[src/hw/rtl/tagged_chunk_segmenter_defines.svh]
// Assertion macros for the tagged chunk segmenter
`ifndef TAGGED_CHUNK_SEGMENTER_DEFINES_SVH
`define TAGGED_CHUNK_SEGMENTER_DEFINES_SVH

`ifndef SYNTH
// Same-cycle implication, checked on every clock edge out of reset
`define TCS_ASSERT_IMPL(lbl, ante, cons) \
  lbl: assert property (@(posedge clk) disable iff (!rst_n) (ante) |-> (cons)) \
    else $error("tcs assertion failed");
// Next-cycle implication, checked on every clock edge out of reset
`define TCS_ASSERT_NEXT(lbl, ante, cons) \
  lbl: assert property (@(posedge clk) disable iff (!rst_n) (ante) |=> (cons)) \
    else $error("tcs assertion failed");
`else
`define TCS_ASSERT_IMPL(lbl, ante, cons)
`define TCS_ASSERT_NEXT(lbl, ante, cons)
`endif

`endif

[src/hw/rtl/tcs_pkg.sv]
// Shared types and constants for the tagged chunk segmenter
package tcs_pkg;

  localparam int unsigned MAX_BEATS  = 5;
  localparam int unsigned BEAT_CNT_W = $clog2(MAX_BEATS + 1);
  localparam int unsigned QDEPTH     = 2;
  localparam int unsigned QPTR_W     = $clog2(QDEPTH);
  localparam int unsigned QCNT_W     = $clog2(QDEPTH + 1);

  localparam logic [9:0]  MIN_MTU       = 10'd23;
  localparam logic [9:0]  LINK_OVERHEAD = 10'd4;
  localparam logic [16:0] HEADER_BYTES  = 17'd3;

  typedef enum logic [2:0] {
    REG_PEER_CONNECTED = 3'd0,
    REG_LINK_MTU       = 3'd1,
    REG_TAG_FIRST      = 3'd2,
    REG_TAG_CONTINUE   = 3'd3,
    REG_TAG_FINAL      = 3'd4
  } cfg_reg_t;

  typedef struct packed {
    logic       peer_connected;
    logic [9:0] link_mtu;
    logic [7:0] tag_first;
    logic [7:0] tag_continue;
    logic [7:0] tag_final;
  } cfg_t;

  typedef struct packed {
    logic [7:0] data;
    logic       chunk_begin;
    logic       chunk_finish;
    logic       message_finish;
  } beat_t;

  // All output beats caused by one input item
  typedef struct packed {
    beat_t [MAX_BEATS-1:0]  beats;
    logic [BEAT_CNT_W-1:0]  count;
  } rec_t;

endpackage

[src/hw/rtl/tcs_front.sv]
// Front end: accepts items, tracks framing state and builds beat records
module tcs_front (
  input  logic          clk,
  input  logic          rst_n,
  input  tcs_pkg::cfg_t cfg,
  input  logic          acc,
  input  logic          message_start,
  input  logic [7:0]    msg_kind,
  input  logic [15:0]   payload_length,
  input  logic          byte_present,
  input  logic [7:0]    payload_byte,
  output logic          push,
  output tcs_pkg::rec_t rec
);

  logic [16:0] frame_offset_r, frame_offset_nxt;
  logic [16:0] frame_total_r, frame_total_nxt;
  logic [9:0]  chunk_fill_r, chunk_fill_nxt;
  logic        in_message_r, in_message_nxt;

  logic [9:0]  mtu_eff;
  logic [9:0]  seg_limit;
  logic [16:0] remaining;
  logic [16:0] offset_inc;
  logic [9:0]  fill_inc;
  logic        msg_done;
  logic        chunk_done;
  logic [7:0]  mid_tag;
  logic        plen_empty;
  logic        plen_one;

  always_comb begin
    mtu_eff    = (cfg.link_mtu < tcs_pkg::MIN_MTU) ? tcs_pkg::MIN_MTU : cfg.link_mtu;
    seg_limit  = mtu_eff - tcs_pkg::LINK_OVERHEAD;
    remaining  = frame_total_r - frame_offset_r;
    mid_tag    = (remaining <= {7'd0, seg_limit}) ? cfg.tag_final : cfg.tag_continue;
    offset_inc = frame_offset_r + 17'd1;
    fill_inc   = chunk_fill_r + 10'd1;
    msg_done   = (offset_inc >= frame_total_r);
    chunk_done = msg_done || (fill_inc >= seg_limit);
    plen_empty = (payload_length == 16'd0);
    plen_one   = (payload_length == 16'd1);
  end

  always_comb begin
    rec              = '0;
    frame_offset_nxt = frame_offset_r;
    frame_total_nxt  = frame_total_r;
    chunk_fill_nxt   = chunk_fill_r;
    in_message_nxt   = in_message_r;
    if (acc) begin
      if (!cfg.peer_connected) begin
        // drop the item and abandon any message in flight
        frame_offset_nxt = '0;
        frame_total_nxt  = '0;
        chunk_fill_nxt   = '0;
        in_message_nxt   = 1'b0;
      end else if (message_start) begin
        // header always fits in the first chunk since seg_limit is at least 19
        rec.beats[0]     = '{data: cfg.tag_first, chunk_begin: 1'b1,
                             chunk_finish: 1'b0, message_finish: 1'b0};
        rec.beats[1]     = '{data: msg_kind, chunk_begin: 1'b0,
                             chunk_finish: 1'b0, message_finish: 1'b0};
        rec.beats[2]     = '{data: payload_length[7:0], chunk_begin: 1'b0,
                             chunk_finish: 1'b0, message_finish: 1'b0};
        rec.beats[3]     = '{data: payload_length[15:8], chunk_begin: 1'b0,
                             chunk_finish: plen_empty, message_finish: plen_empty};
        rec.count        = tcs_pkg::BEAT_CNT_W'(4);
        frame_total_nxt  = tcs_pkg::HEADER_BYTES + {1'b0, payload_length};
        frame_offset_nxt = tcs_pkg::HEADER_BYTES;
        chunk_fill_nxt   = 10'd3;
        in_message_nxt   = 1'b1;
        if (plen_empty) begin
          chunk_fill_nxt = '0;
          in_message_nxt = 1'b0;
        end else if (byte_present) begin
          rec.beats[4]     = '{data: payload_byte, chunk_begin: 1'b0,
                               chunk_finish: plen_one, message_finish: plen_one};
          rec.count        = tcs_pkg::BEAT_CNT_W'(5);
          frame_offset_nxt = 17'd4;
          chunk_fill_nxt   = plen_one ? 10'd0 : 10'd4;
          in_message_nxt   = !plen_one;
        end
      end else if (in_message_r && byte_present) begin
        if (chunk_fill_r == 10'd0) begin
          rec.beats[0] = '{data: mid_tag, chunk_begin: 1'b1,
                           chunk_finish: 1'b0, message_finish: 1'b0};
          rec.beats[1] = '{data: payload_byte, chunk_begin: 1'b0,
                           chunk_finish: chunk_done, message_finish: msg_done};
          rec.count    = tcs_pkg::BEAT_CNT_W'(2);
        end else begin
          rec.beats[0] = '{data: payload_byte, chunk_begin: 1'b0,
                           chunk_finish: chunk_done, message_finish: msg_done};
          rec.count    = tcs_pkg::BEAT_CNT_W'(1);
        end
        frame_offset_nxt = offset_inc;
        chunk_fill_nxt   = chunk_done ? 10'd0 : fill_inc;
        in_message_nxt   = !msg_done;
      end
    end
    push = acc && (rec.count != '0);
  end

  always_ff @(posedge clk) begin
    if (!rst_n) begin
      frame_offset_r <= '0;
      frame_total_r  <= '0;
      chunk_fill_r   <= '0;
      in_message_r   <= 1'b0;
    end else begin
      frame_offset_r <= frame_offset_nxt;
      frame_total_r  <= frame_total_nxt;
      chunk_fill_r   <= chunk_fill_nxt;
      in_message_r   <= in_message_nxt;
    end
  end

endmodule

[src/hw/rtl/tcs_queue.sv]
// Short record queue between the front end and the beat serializer
module tcs_queue (
  input  logic          clk,
  input  logic          rst_n,
  input  logic          push,
  input  tcs_pkg::rec_t push_rec,
  input  logic          pop,
  output tcs_pkg::rec_t head,
  output logic          not_empty,
  output logic          full
);

  tcs_pkg::rec_t                mem_r [tcs_pkg::QDEPTH];
  logic [tcs_pkg::QPTR_W-1:0]   wr_ptr_r, wr_ptr_nxt;
  logic [tcs_pkg::QPTR_W-1:0]   rd_ptr_r, rd_ptr_nxt;
  logic [tcs_pkg::QCNT_W-1:0]   count_r, count_nxt;

  always_comb begin
    full       = (count_r == tcs_pkg::QCNT_W'(tcs_pkg::QDEPTH));
    not_empty  = (count_r != '0);
    head       = mem_r[rd_ptr_r];
    wr_ptr_nxt = wr_ptr_r;
    rd_ptr_nxt = rd_ptr_r;
    count_nxt  = count_r;
    if (push) begin
      wr_ptr_nxt = (wr_ptr_r == tcs_pkg::QPTR_W'(tcs_pkg::QDEPTH - 1)) ? '0 : wr_ptr_r + 1'b1;
    end
    if (pop) begin
      rd_ptr_nxt = (rd_ptr_r == tcs_pkg::QPTR_W'(tcs_pkg::QDEPTH - 1)) ? '0 : rd_ptr_r + 1'b1;
    end
    if (push && !pop) begin
      count_nxt = count_r + 1'b1;
    end else if (pop && !push) begin
      count_nxt = count_r - 1'b1;
    end
  end

  always_ff @(posedge clk) begin
    if (push) begin
      mem_r[wr_ptr_r] <= push_rec;
    end
  end

  always_ff @(posedge clk) begin
    if (!rst_n) begin
      wr_ptr_r <= '0;
      rd_ptr_r <= '0;
      count_r  <= '0;
    end else begin
      wr_ptr_r <= wr_ptr_nxt;
      rd_ptr_r <= rd_ptr_nxt;
      count_r  <= count_nxt;
    end
  end

endmodule

[src/hw/rtl/tcs_back.sv]
// Back end: walks the head record one output beat at a time
module tcs_back (
  input  logic          clk,
  input  logic          rst_n,
  input  tcs_pkg::rec_t head,
  input  logic          head_valid,
  input  logic          out_ready,
  output logic          out_valid,
  output tcs_pkg::beat_t beat,
  output logic          run_last,
  output logic          pop
);

  logic [tcs_pkg::BEAT_CNT_W-1:0] idx_r, idx_nxt;
  logic                           fire;

  always_comb begin
    out_valid = head_valid;
    beat      = head.beats[idx_r];
    run_last  = (idx_r == head.count - 1'b1);
    fire      = out_valid && out_ready;
    pop       = fire && run_last;
    idx_nxt   = idx_r;
    if (fire) begin
      // advance within the record, rewind when it is done
      idx_nxt = run_last ? '0 : idx_r + 1'b1;
    end
  end

  always_ff @(posedge clk) begin
    if (!rst_n) begin
      idx_r <= '0;
    end else begin
      idx_r <= idx_nxt;
    end
  end

endmodule

[src/hw/rtl/tagged_chunk_segmenter.sv]
// Top level: accepts one item per cycle while the record queue has room.
// Records are registered in the queue before their first beat shows on the output.
// Each item gives 1, 2, 4 or 5 beats, sent one per cycle while out_ready is high;
// single-beat items then stream at one per cycle, set by the one-beat back end.
// Reset (synchronous, active low): queue emptied, framing state cleared,
// registers return to peer off, MTU 23 and tags 1, 2, 3.
`include "tagged_chunk_segmenter_defines.svh"

module tagged_chunk_segmenter (
  input  logic        clk,
  input  logic        rst_n,
  input  logic        cfg_wr_en,
  input  logic [2:0]  cfg_index,
  input  logic [9:0]  cfg_wdata,
  input  logic        in_valid,
  output logic        in_ready,
  input  logic        in_message_start,
  input  logic [7:0]  in_msg_kind,
  input  logic [15:0] in_payload_length,
  input  logic        in_byte_present,
  input  logic [7:0]  in_payload_byte,
  output logic        out_valid,
  input  logic        out_ready,
  output logic [7:0]  out_byte,
  output logic        out_chunk_begin,
  output logic        out_chunk_finish,
  output logic        out_message_finish,
  output logic        out_run_last
);

  tcs_pkg::cfg_t  cfg_r;
  tcs_pkg::rec_t  push_rec;
  tcs_pkg::rec_t  head;
  tcs_pkg::beat_t beat;
  logic           push;
  logic           pop;
  logic           q_not_empty;
  logic           q_full;
  logic           in_acc;

  always_ff @(posedge clk) begin
    if (!rst_n) begin
      cfg_r.peer_connected <= 1'b0;
      cfg_r.link_mtu       <= 10'd23;
      cfg_r.tag_first      <= 8'd1;
      cfg_r.tag_continue   <= 8'd2;
      cfg_r.tag_final      <= 8'd3;
    end else if (cfg_wr_en) begin
      unique case (cfg_index)
        tcs_pkg::REG_PEER_CONNECTED: cfg_r.peer_connected <= cfg_wdata[0];
        tcs_pkg::REG_LINK_MTU:       cfg_r.link_mtu       <= cfg_wdata;
        tcs_pkg::REG_TAG_FIRST:      cfg_r.tag_first      <= cfg_wdata[7:0];
        tcs_pkg::REG_TAG_CONTINUE:   cfg_r.tag_continue   <= cfg_wdata[7:0];
        tcs_pkg::REG_TAG_FINAL:      cfg_r.tag_final      <= cfg_wdata[7:0];
        default: ;
      endcase
    end
  end

  assign in_ready = !q_full;
  assign in_acc   = in_valid && in_ready;

  tcs_front u_front (
    .clk            (clk),
    .rst_n          (rst_n),
    .cfg            (cfg_r),
    .acc            (in_acc),
    .message_start  (in_message_start),
    .msg_kind       (in_msg_kind),
    .payload_length (in_payload_length),
    .byte_present   (in_byte_present),
    .payload_byte   (in_payload_byte),
    .push           (push),
    .rec            (push_rec)
  );

  tcs_queue u_queue (
    .clk       (clk),
    .rst_n     (rst_n),
    .push      (push),
    .push_rec  (push_rec),
    .pop       (pop),
    .head      (head),
    .not_empty (q_not_empty),
    .full      (q_full)
  );

  tcs_back u_back (
    .clk        (clk),
    .rst_n      (rst_n),
    .head       (head),
    .head_valid (q_not_empty),
    .out_ready  (out_ready),
    .out_valid  (out_valid),
    .beat       (beat),
    .run_last   (out_run_last),
    .pop        (pop)
  );

  assign out_byte           = beat.data;
  assign out_chunk_begin    = beat.chunk_begin;
  assign out_chunk_finish   = beat.chunk_finish;
  assign out_message_finish = beat.message_finish;

  `TCS_ASSERT_IMPL(a_tag_not_finish, out_valid && out_chunk_begin, !out_chunk_finish && !out_message_finish)
  `TCS_ASSERT_IMPL(a_msg_ends_chunk, out_valid && out_message_finish, out_chunk_finish && out_run_last)
  `TCS_ASSERT_IMPL(a_stall_has_data, !in_ready, out_valid)
  `TCS_ASSERT_NEXT(a_push_shows, push, out_valid)

endmodule
[config.mk]
export PLATFORM = sky130hd
export DESIGN_NAME = tagged_chunk_segmenter
export DESIGN_NICKNAME = d
export VERILOG_FILES = /design/src/hw/rtl/tcs_pkg.sv /design/src/hw/rtl/tcs_front.sv /design/src/hw/rtl/tcs_queue.sv /design/src/hw/rtl/tcs_back.sv /design/src/hw/rtl/tagged_chunk_segmenter.sv
export VERILOG_INCLUDE_DIRS = /design/src /design/src/hw/rtl
export SDC_FILE = /design/constraint.sdc
export NUM_CORES = 1
export LEC_CHECK = 0
export ABC_AREA = 1
export BUFFER_PORTS_ARGS = -buffer_cell sky130_fd_sc_hd__buf_4
export CAP_MARGIN = 20
export CORE_UTILIZATION = 44
export CTS_BUF_LIST = sky130_fd_sc_hd__clkbuf_2
export DETAILED_ROUTE_END_ITERATION = 10
export PLACE_DENSITY = 0.73
export SLEW_MARGIN = 30
export SYNTH_ARGS = -nofsm -noshare
export SYNTH_HDL_FRONTEND = slang
export SYNTH_HIERARCHICAL = 1
export SYNTH_SLANG_ARGS = --single-unit
[constraint.sdc]
create_clock -name clk -period 6.5 [get_ports clk]
set_clock_uncertainty 0.15 [all_clocks]
set_input_delay 0.65 -clock clk [delete_from_list [all_inputs] [get_ports clk]]
set_output_delay 0.65 -clock clk [all_outputs]
set_load 0.03 [all_outputs]
# Word-level counts from Yosys, hierarchy flattened
# Memories as Yosys holds them, arrays and structs flattened. A register that Yosys moved wholly into a read port is not among the register bits.
# Index checks and enable logic that the tools add are counted.
[totals] n_memories=1 ram_bits=116 ff_bits=87 elab_cells=108 out_inout_bits=14
[memory_table] name="u_queue.mem_r" depth=2 word_bits=58 rd=1 rd_ports_with_merged_regs=1 write_ports=1 line_no="tcs_queue.sv:13" source="tcs_pkg::rec_t mem_r [tcs_pkg::QDEPTH];"
[classes] n_lt_le_gt_ge=5 reduce_logical=26 add_sub_neg=11 eq_ne=9 n_mux=43
[op_table] operator="2-to-1 mux 58 bit" n=2
[op_table] operator="2-to-1 mux 17 bit" n=6
[op_table] operator="2-to-1 mux 10 bit" n=7
[op_table] operator="2-to-1 mux 25 bit" n=2
[op_table] operator="2-to-1 mux 11 bit" n=4
[op_table] operator="binary-select mux 11 bit (select 3 bit)" n=1
[op_table] operator="2-to-1 mux 33 bit" n=1
[op_table] operator="adder 17 x 1 -> 17 bit (second input constant)" n=1
[op_table] operator="adder 2 x 16 -> 17 bit (first input constant)" n=1
[op_table] operator="greater-or-equal comparator 17 bit" n=1
[op_table] operator="less-or-equal comparator 17 x 10 -> 1 bit" n=1
[op_table] operator="subtractor 17 bit" n=1
[op_table] operator="== test 16 x 1 -> 1 bit (second input constant)" n=1
[op_table] operator="logical NOT 16 bit" n=1
[op_table] operator="2-to-1 mux 14 bit" n=1
[op_table] operator="AND reduction 2 bit" n=7
[op_table] operator="2-to-1 mux 1 bit" n=12
[op_table] operator="2-to-1 mux 3 bit" n=4
[op_table] operator="adder 10 x 1 -> 10 bit (second input constant)" n=1
[op_table] operator="greater-or-equal comparator 10 bit" n=1
[op_table] operator="logical NOT 10 bit" n=1
[op_table] operator="less-than comparator 10 x 5 -> 1 bit (second input constant)" n=1
[op_table] operator="subtractor 10 x 3 -> 10 bit (second input constant)" n=1
[op_table] operator="2-to-1 mux 8 bit" n=1
[op_table] operator="20 further kinds" n=34

# Logic depth before layout (Yosys ltp)
# Gate-level depths: netlist (run 1).
[logic_depth] ltp_word=16 ltp_mapped=22 depth_no_buf=22

# Modules after synthesis
# The synthesis (run 1) kept the hierarchy.
[modules_own_cells] mod="tcs_front" cells_per_inst=937 area_each_um2=5501.5 instances=1
[modules_own_cells] mod="tcs_queue" cells_per_inst=215 area_each_um2=4488.1 instances=1
[modules_own_cells] mod="tagged_chunk_segmenter" cells_per_inst=209 area_each_um2=1456.4 instances=1
[modules_own_cells] mod="tcs_back" cells_per_inst=151 area_each_um2=763.2 instances=1

# Least setup slack after synthesis (run 1)
# Ideal clock, no wire load.
[synth_timing] kind="input-to-reg" start="input in_valid" end="memory u_queue/mem_r[0][0] (netlist bit), enable pin" path_buffers=0 stages=8 required_ps=5876 slack_ps=1885 setup_ps=474 arrival_ps=3991 cell_sequence="inv_1 -> nor2_1 -> inv_1 -> nor2_2 -> nor2_1 -> nor2_1 -> inv_1 -> nor2_1"
[synth_via] elab_chain_cells=6
[synth_lines] element="from (decl)" line_no="tagged_chunk_segmenter.sv:15" source="input logic in_valid,"
[synth_lines] element="logical AND 1 bit (*)" line_no="tagged_chunk_segmenter.sv:61" source="assign in_acc = in_valid && in_ready;"
[synth_lines] element="via in_acc" line_no="tagged_chunk_segmenter.sv:39" source="logic in_acc;"
[synth_lines] element="2-to-1 mux 58 bit" line_no="tcs_front.sv:51" source="if (acc) begin"
[synth_lines] element="nonzero test 3 bit" line_no="tcs_front.sv:101" source="push = acc && (rec.count != '0);"
[synth_lines] element="logical AND 1 bit (*)" line_no="tcs_front.sv:101"
[synth_lines] element="via push" line_no="tagged_chunk_segmenter.sv:35" source="logic push;"
[synth_lines] element="2-to-1 mux 1 bit (*)" line_no="tcs_queue.sv:39" source="if (push) begin"
[synth_lines] element="2-to-1 mux 1 bit (implied by the code) (*)" line_no="tcs_queue.sv:40" source="mem_r[wr_ptr_r] <= push_rec;"
[synth_lines] element="to (decl)" line_no="tcs_queue.sv:13"
# The timed path passes the listed nets; every way through them passes the cells marked *.

# Final worst setup path (run 1)
[layout_timing] start="register u_queue/count_r[1] (netlist bit)" end="memory u_queue/mem_r[0][54] (netlist bit), enable pin"
[layout_via] elab_chain_cells=8
[layout_lines] element="from (decl)" line_no="tcs_queue.sv:16" source="logic [tcs_pkg::QCNT_W-1:0] count_r, count_nxt;"
[layout_lines] element="from (signal assigned)" line_no="tcs_queue.sv:52" source="count_r <= count_nxt;"
[layout_lines] element="== test 2 bit (*)" line_no="tcs_queue.sv:19" source="full = (count_r == tcs_pkg::QCNT_W'(tcs_pkg::QDEPTH));"
[layout_lines] element="via q_full" line_no="tagged_chunk_segmenter.sv:38" source="logic q_full;"
[layout_lines] element="logical NOT 1 bit (*)" line_no="tagged_chunk_segmenter.sv:60" source="assign in_ready = !q_full;"
[layout_lines] element="logical AND 1 bit (*)" line_no="tagged_chunk_segmenter.sv:61"
[layout_lines] element="via in_acc" line_no="tagged_chunk_segmenter.sv:39"
[layout_lines] element="2-to-1 mux 58 bit" line_no="tcs_front.sv:51"
[layout_lines] element="nonzero test 3 bit" line_no="tcs_front.sv:101"
[layout_lines] element="logical AND 1 bit (*)" line_no="tcs_front.sv:101"
[layout_lines] element="via push" line_no="tagged_chunk_segmenter.sv:35"
[layout_lines] element="2-to-1 mux 1 bit (*)" line_no="tcs_queue.sv:39"
[layout_lines] element="2-to-1 mux 1 bit (implied by the code) (*)" line_no="tcs_queue.sv:40"
# Marks and branches as above.

==> results of run 1 <==
how the worst max path moves through the flow:
stage / startpoint / end / slack [ns] / depth (start not counted)
final: u_queue/count_r[1]$_SDFFE_PN0P_ / u_queue/mem_r[0][54]$_DFFE_PP_ / 2.52 / 11
after global routing: u_queue/count_r[1]$_SDFFE_PN0P_ / u_queue/mem_r[0][51]$_DFFE_PP_ / 2.08 / 11
after CTS: u_queue/count_r[1]$_SDFFE_PN0P_ / u_queue/mem_r[0][54]$_DFFE_PP_ / 2.52 / 11
after detailed placement: in_valid / u_queue/mem_r[0][20]$_DFFE_PP_ / 2.25 / 11
after global placement: in_valid / u_queue/mem_r[0][20]$_DFFE_PP_ / 2.27 / 11
after floorplan: in_valid / u_queue/mem_r[0][0]$_DFFE_PP_ / 1.89 / 8
repair_timing:
item | in CTS | in global routing
hold buffers | 16 | 1
endpoints found under the setup margin | 0 | 0
buffers inserted | 0 | 0
hold endpoints to repair | 31 | 1
state kept, by name (all words and copies together), names as in the netlist, named ones only:
name,cells
u_queue/mem_r,116
cfg_r,35
u_front/frame_offset_r,17
u_front/frame_total_r,17
u_front/chunk_fill_r,10
u_back/idx_r,3
u_queue/count_r,2
u_front/in_message_r,1
u_queue/rd_ptr_r,1
u_queue/wr_ptr_r,1
stage by stage:
step           total power [uW]  area, um2  std cells
6_report                   2550      13600       2026
2_1_floorplan              1610      12200       1517
3_3_place_gp               1690      13000       1914
3_5_place_dp               1700      13000       1914
4_1_cts                    2580      13600       2023
5_1_grt                    2670      13600       2025
cell type report:
type / count / area (um2)
repair buffers: 88 / 703
clock inverters: 14 / 87.6
diodes: 2 / 5.00
well taps: 372 / 465
multi-input cells: 1036 / 5840
inverters: 231 / 872
flip-flops and latches: 204 / 5250
fillers: 2558 / 13500
clock buffers: 79 / 395
cells by family after synthesis:
family          Yosys count  synth area share
flops                   204             0.430
xor+xnor                 34            0.0244
other cells               1          0.000307
fa+ha+maj                63            0.0652
simple gates            731             0.263
mux                      58            0.0596
buf+inv                 277            0.0943
compound gates          144            0.0633
placed cells by master (no fill, tap or decap), drive strengths merged, types with 31 or more instances in the layout:
cell    count
inv       232
edfxtp    116
mux2       58
ha         62
buf        71
o21ai      47
a21oi      77
nand2     370
nor2      177
dfxtp      88
clkbuf     79
nand3     137
xor2       31
worst register-to-register path, stage by stage, from the launching register on:
cell,delay (ns)
sky130_fd_sc_hd__dfxtp_1,0.32
sky130_fd_sc_hd__inv_1,0.09
sky130_fd_sc_hd__nor2_1,0.06
sky130_fd_sc_hd__nor2_1,0.27
sky130_fd_sc_hd__inv_1,0.27
sky130_fd_sc_hd__nor2_2,0.40
sky130_fd_sc_hd__nor2_1,0.08
sky130_fd_sc_hd__buf_4,0.25
sky130_fd_sc_hd__nor2_1,0.44
sky130_fd_sc_hd__inv_1,0.16
sky130_fd_sc_hd__nor2_4,0.69
sky130_fd_sc_hd__buf_4,0.51
layer usage:
layer / vias to the layer above / GRT usage / share of wire
li1: 5132 / - / -
met5: - / 0 / 0
met3: 63 / 0.0297 / 0.042
met2: 220 / 0.346 / 0.48
met1: 4644 / 0.254 / 0.45
met4: 0 / 0.0787 / 0.029
power by group through the flow:
stage	Sequential (uW)	Combinational, uW	Clock (uW)
2_1_floorplan	1400	202	0
3_3_place_gp	1410	284	0
3_5_place_dp	1410	290	0
4_1_cts	1380	299	898
5_1_grt	1380	335	957
6_report	1380	300	870
==> reports/metrics.csv, run 1 <==
metric,value,unit
drt_first_iter_violations,592,
final_util,0.503,
port_buffer_cells,65,
post_cts_resized,0,
ys_async_sr_fraction,0,
crit_path_buffers_inverters,5,
worst_skew_pair.late_latency,0.81,ns
path_common_cell,sky130_fd_sc_hd__nor2_1,
yosys.cell_count.top_type,sky130_fd_sc_hd__nand2_1,
clockBufferDepth,3,
timing.final.setup_violations,0,
syn-instance-count,1512,
clkTransAtPathRegs,0.10,ns
gpl.final_weighted_congestion,0.926,
synth_edf_count,116,
drt_wl_total,28.4,mm
synth_top_cells_by_count,"sky130_fd_sc_hd__nand2_1, sky130_fd_sc_hd__inv_1, sky130_fd_sc_hd__nor2_1",
cts-buffers-inserted,51,
routed-via-count,10100,
timing.critical_path.slowest_stage_cell,sky130_fd_sc_hd__nor2_4,
grt_usage,0.201,
synth-main-ff-cell,sky130_fd_sc_hd__edfxtp_1,
crit_fanout,30,
detailed_place_hpwl,21.0,mm
max-slew-margin-rel,0.418,
timing.critical_path.required,6.81,ns
largest_net_degree_at_the_start_of_global_routing,49,
final_layout_size_suffix_gt1_frac,0.169,
timing.final.crit_share,0.612,
power.net_switching,710,uW
worst_path_dominant_cell_family,simple AND/OR/NAND/NOR gates,
hold_violations,0,
max-cap-violations,0,
max_stage_delay,0.69,ns
placementRows,60,
setup.worst_path.end_class,flip-flop,
timing.setup.critical_path_class,reg2reg,
p_clk_frac,0.341,
drt-wirelength-per-cell,14.0,um
post_synth.cell_area_avg,8.07,um2
global_route_wire_length_before_repair,46.1,mm
die-area,28400,um2
status,"complete, no violations",
net_count_of_the_finished_layout,1727,
period_minus_slack,3.98,ns
power_frac_seq,0.541,
min-delay-path-class,in2reg,
vias_per_cell,4.96,
core,27100,um2
grt_pass1_vias,9667,
power.leakage,0.00589,uW
worst_pin_slew,0.871,ns
power.density,187,nW/um2
antenna_left,0,
dpl_worst_slack,2.25,ns
clock-sinks,204,
cts-root-buf,sky130_fd_sc_hd__clkbuf_2,
setup_repair_after_global_routing_missed_its_margin,no,
hold_path_startpoint,in_payload_byte[2],
p_comb_frac,0.118,
top_cell_type_s_share_of_synthesized_area,0.285,
die_w,169,um
area_growth_syn_to_layout,11.5,%
max_freq,251,MHz
start_util,0.451,
first_pass_iters,7,
whs_endpoint,u_queue/mem_r[1][52]$_DFFE_PP_,
fin_worst_hold_slack,0.0938,ns
num_io_pins,66,
setup.worst_path.start_class,flip-flop,
synthTopCellsByArea,"sky130_fd_sc_hd__edfxtp_1, sky130_fd_sc_hd__dfxtp_1, sky130_fd_sc_hd__nand2_1",
htree_levels,2,
setup_tns,0,ns
synth.yosys.warnings,6,
p_sw_frac,0.279,
antenna_found_initial,2,
critical_path.reg2reg.startpoint,u_queue/count_r[1]$_SDFFE_PN0P_,
internal_power,1840,uW
largest_area_contributor_in_the_synthesized_netlist,sky130_fd_sc_hd__edfxtp_1,
synth-seq-cells,204,
r2r.worst_path.cells,11,
tritoncts,built,
peakVddDrop,87.7,uV
yosys.cell_types.count,50,
cell_by_cell_trace_of_the_critical_path,"inv_1, nor2_1, nor2_1, inv_1, nor2_2, nor2_1, buf_4, nor2_1, inv_1, nor2_4, buf_4",
cp_data_arrival_time,4.28,ns
area_of_the_mapped_netlist,12200,um2
drc_violations_left,0,
fin_ws,2.52,ns
maxSlewViolCount,0,
die_height,169,um
synth-seq-area-share,0.430,
setup.reg_to_reg.worst_slack,2.52,ns
remaining_global_route_overflow,0,
end_of_the_worst_register_to_register_path,u_queue/mem_r[0][54]$_DFFE_PP_,
timing.hold.worst_path_depth,3,
No activity file was read; power rests on OpenSTA's default activity.
==> inputs of run 2 (changes only) <==
--- a/config.mk
+++ b/config.mk
@@ -12,7 +12,7 @@
 export CORE_UTILIZATION = 44
 export CTS_BUF_LIST = sky130_fd_sc_hd__clkbuf_2
 export DETAILED_ROUTE_END_ITERATION = 10
-export PLACE_DENSITY = 0.73
+export PLACE_DENSITY = 0.75
 export SLEW_MARGIN = 30
 export SYNTH_ARGS = -nofsm -noshare
 export SYNTH_HDL_FRONTEND = slang
==> constraint.sdc (replaced) <==
create_clock -name clk -period 3.3 [get_ports clk]
set_clock_uncertainty 0.15 [all_clocks]
set_input_delay 0.33 -clock clk [delete_from_list [all_inputs] [get_ports clk]]
set_output_delay 0.33 -clock clk [all_outputs]
set_load 0.03 [all_outputs]
==> reports/metrics.csv, run 2 (same netlist as run 1, synthesis figures left out) <==
metric,value,unit
status,finished with violations,
failed_checks,negative setup slack,
start_util,0.451,
grt_pass1_vias,10500,
power_frac_seq,0.528,
largest_register_ff_count,116,
timing.final.crit_share,1.06,
layout.cells.most_common,sky130_fd_sc_hd__nand2_1,
antenna_left,0,
port_buffer_cells,65,
timing.setup.critical_path_class,reg2reg,
end_of_the_worst_register_to_register_path,u_queue/mem_r[1][11]$_DFFE_PP_,
htree_levels,2,
largestRegisters,"u_queue/mem_r (116), cfg_r (35)",
die_height,169,um
final_layout_size_suffix_gt1_frac,0.230,
first_pass_iters,6,
timing.hold.worst_path_depth,4,
r2r.worst_path.cells,22,
cts-buffers-inserted,52,
drt-wirelength-per-cell,14.6,um
stdcell_area,15100,um2
clockBufferDepth,3,
setup.worst_path.start_class,flip-flop,
internal_power,3610,uW
clock-sinks,204,
antenna_found_initial,2,
placementRows,60,
net_count_of_the_finished_layout,1853,
setup.worst_path.end_class,flip-flop,
remaining_global_route_overflow,0,
period_minus_slack,3.50,ns
power.leakage,0.00647,uW
total_power,5140,uW
max-cap-violations,0,
worst_pin_slew,0.918,ns
grt_usage,0.216,
final_cell_count_no_fill,2151,
drt_first_iter_violations,767,
worstSetupEndpoint,u_queue/mem_r[1][11]$_DFFE_PP_,
critical_path.reg2reg.startpoint,u_front/frame_total_r[0]$_SDFFE_PN0P_,
setup_repair_after_global_routing_missed_its_margin,yes,
power.density,340,nW/um2
core,27100,um2
p_sw_frac,0.297,
crit_fanout,8,
detailed_place_hpwl,21.7,mm
cp-startpoint,u_front/frame_total_r[0]$_SDFFE_PN0P_,
hold_path_startpoint,cfg_wdata[1],
p_comb_frac,0.151,
drt_wl_total,31.4,mm
peakVddDrop,155,uV
gpl.final_weighted_congestion,0.902,
largest_net_degree_at_the_start_of_global_routing,59,
timing.final.setup_violations,24,
max-slew-margin-rel,0.388,
registers.top_by_ff_count,u_queue/mem_r,
die_w,169,um
fin_ws,-0.196,ns
place.detailed.instances,1961,
tritoncts,built,
max_freq,286,MHz
drc_violations_left,0,
global_route_wire_length_before_repair,49.9,mm
final_util,0.557,
area_growth_syn_to_layout,23.7,%
timing.critical_path.required,3.72,ns
dpl_worst_slack,-0.175,ns
die-area,28400,um2
power.net_switching,1520,uW
maxSlewViolCount,0,
num_io_pins,66,
setup.reg_to_reg.worst_slack,-0.20,ns
p_clk_frac,0.320,
most_frequent_cells_in_the_layout,"sky130_fd_sc_hd__nand2_1, sky130_fd_sc_hd__inv_1, sky130_fd_sc_hd__nor2_1",
cp_data_arrival_time,3.91,ns
clkTransAtPathRegs,0.10,ns
worst_skew_pair.late_latency,0.85,ns
min-delay-path-class,in2reg,
routed-via-count,10800,
dpl-instance-area,13300,um2
vias_per_cell,5.01,
cts-root-buf,sky130_fd_sc_hd__clkbuf_2,
hold_violations,0,
==> run 2: changes by cell type in the layout (fill, tap and decap cells not counted), moves of 6 or more <==
cell and delta:
sky130_fd_sc_hd__clkinv_1 +6, sky130_fd_sc_hd__nand3_1 -21, sky130_fd_sc_hd__a21oi_2 +19, sky130_fd_sc_hd__a21oi_1 -20, sky130_fd_sc_hd__nand2_2 +14, sky130_fd_sc_hd__nand2_1 -14, sky130_fd_sc_hd__buf_4 +50, sky130_fd_sc_hd__nand3_2 +19
sky130_fd_sc_hd__clkbuf_2 -7, sky130_fd_sc_hd__dlygate4sd3_1 +70, sky130_fd_sc_hd__dfxtp_1 -6
==> run 2: how the worst min path moves through the flow <==
stage / to
finish: cfg_r[9]$_SDFFE_PN1P_
global route: cfg_r[9]$_SDFFE_PN1P_
CTS: cfg_r[9]$_SDFFE_PN1P_
detailed placement: u_front/frame_offset_r[8]$_SDFFE_PN0P_
global placement: u_front/frame_offset_r[8]$_SDFFE_PN0P_
floorplan: u_front/frame_total_r[10]$_SDFFE_PN0P_
==> run 2: stage by stage <==
stage	TNS, ns	hold slack (ns)
floorplan	0	0.278
global placement	-1.14	0.302
detailed placement	-3.82	0.308
CTS	-0.669	0.0986
global route	-9.34	0.116
finish	-2.87	0.153
==> run 2: cell type report <==
type / instances / area (um2)
fillers: 2298 / 12000
multi-input cells: 1036 / 6190
flip-flops and latches: 204 / 5260
repair buffers: 213 / 1860
inverters: 231 / 875
well taps: 372 / 465
clock buffers: 72 / 360
clock inverters: 21 / 91.3
diodes: 2 / 5.00
==> run 2: what timing repair did <==
item	CTS	global route
pin swaps	5	46
hold buffers	87	0
resized for setup	16	82
buffers inserted	4	4
endpoints found under the hold margin	161	0
cloned	0	0
setup endpoints to repair	42	37
==> run 2: metal layers <==
layer  vias up  part of all wire  global-route usage
met3        70             0.045              0.0276
met1      5019              0.43               0.267
li1       5387                 -                   -
met4         0             0.030              0.0858
met2       311              0.49               0.383
met5         -                 0                   0
==> run 2: worst max-delay path, cell delays in order (launching register included) <==
cell and delay [ns]:
sky130_fd_sc_hd__dfxtp_1 0.34, sky130_fd_sc_hd__inv_1 0.06, sky130_fd_sc_hd__ha_1 0.15, sky130_fd_sc_hd__inv_1 0.06, sky130_fd_sc_hd__fa_1 0.39, sky130_fd_sc_hd__buf_4 0.16, sky130_fd_sc_hd__nand2_1 0.07, sky130_fd_sc_hd__nand3_2 0.12
sky130_fd_sc_hd__xor2_2 0.18, sky130_fd_sc_hd__ha_1 0.31, sky130_fd_sc_hd__nand2_1 0.08, sky130_fd_sc_hd__nand2_1 0.07, sky130_fd_sc_hd__a21oi_2 0.14, sky130_fd_sc_hd__nand4_1 0.14, sky130_fd_sc_hd__nand2_2 0.13, sky130_fd_sc_hd__nand2_1 0.05
sky130_fd_sc_hd__nand2_1 0.08, sky130_fd_sc_hd__nand3_2 0.08, sky130_fd_sc_hd__nor2_4 0.11, sky130_fd_sc_hd__buf_12 0.15, sky130_fd_sc_hd__nand3_2 0.08, sky130_fd_sc_hd__nand3_2 0.13, sky130_fd_sc_hd__a21oi_2 0.07
==> run 2: power by group through the flow <==
stage          Combinational, uW  Clock, uW  Sequential (uW)
2_1_floorplan                398          0             2760
3_3_place_gp                 579          0             2770
3_5_place_dp                 593          0             2770
4_1_cts                      692       1690             2710
5_1_grt                      842       1830             2720
6_report                     777       1650             2710
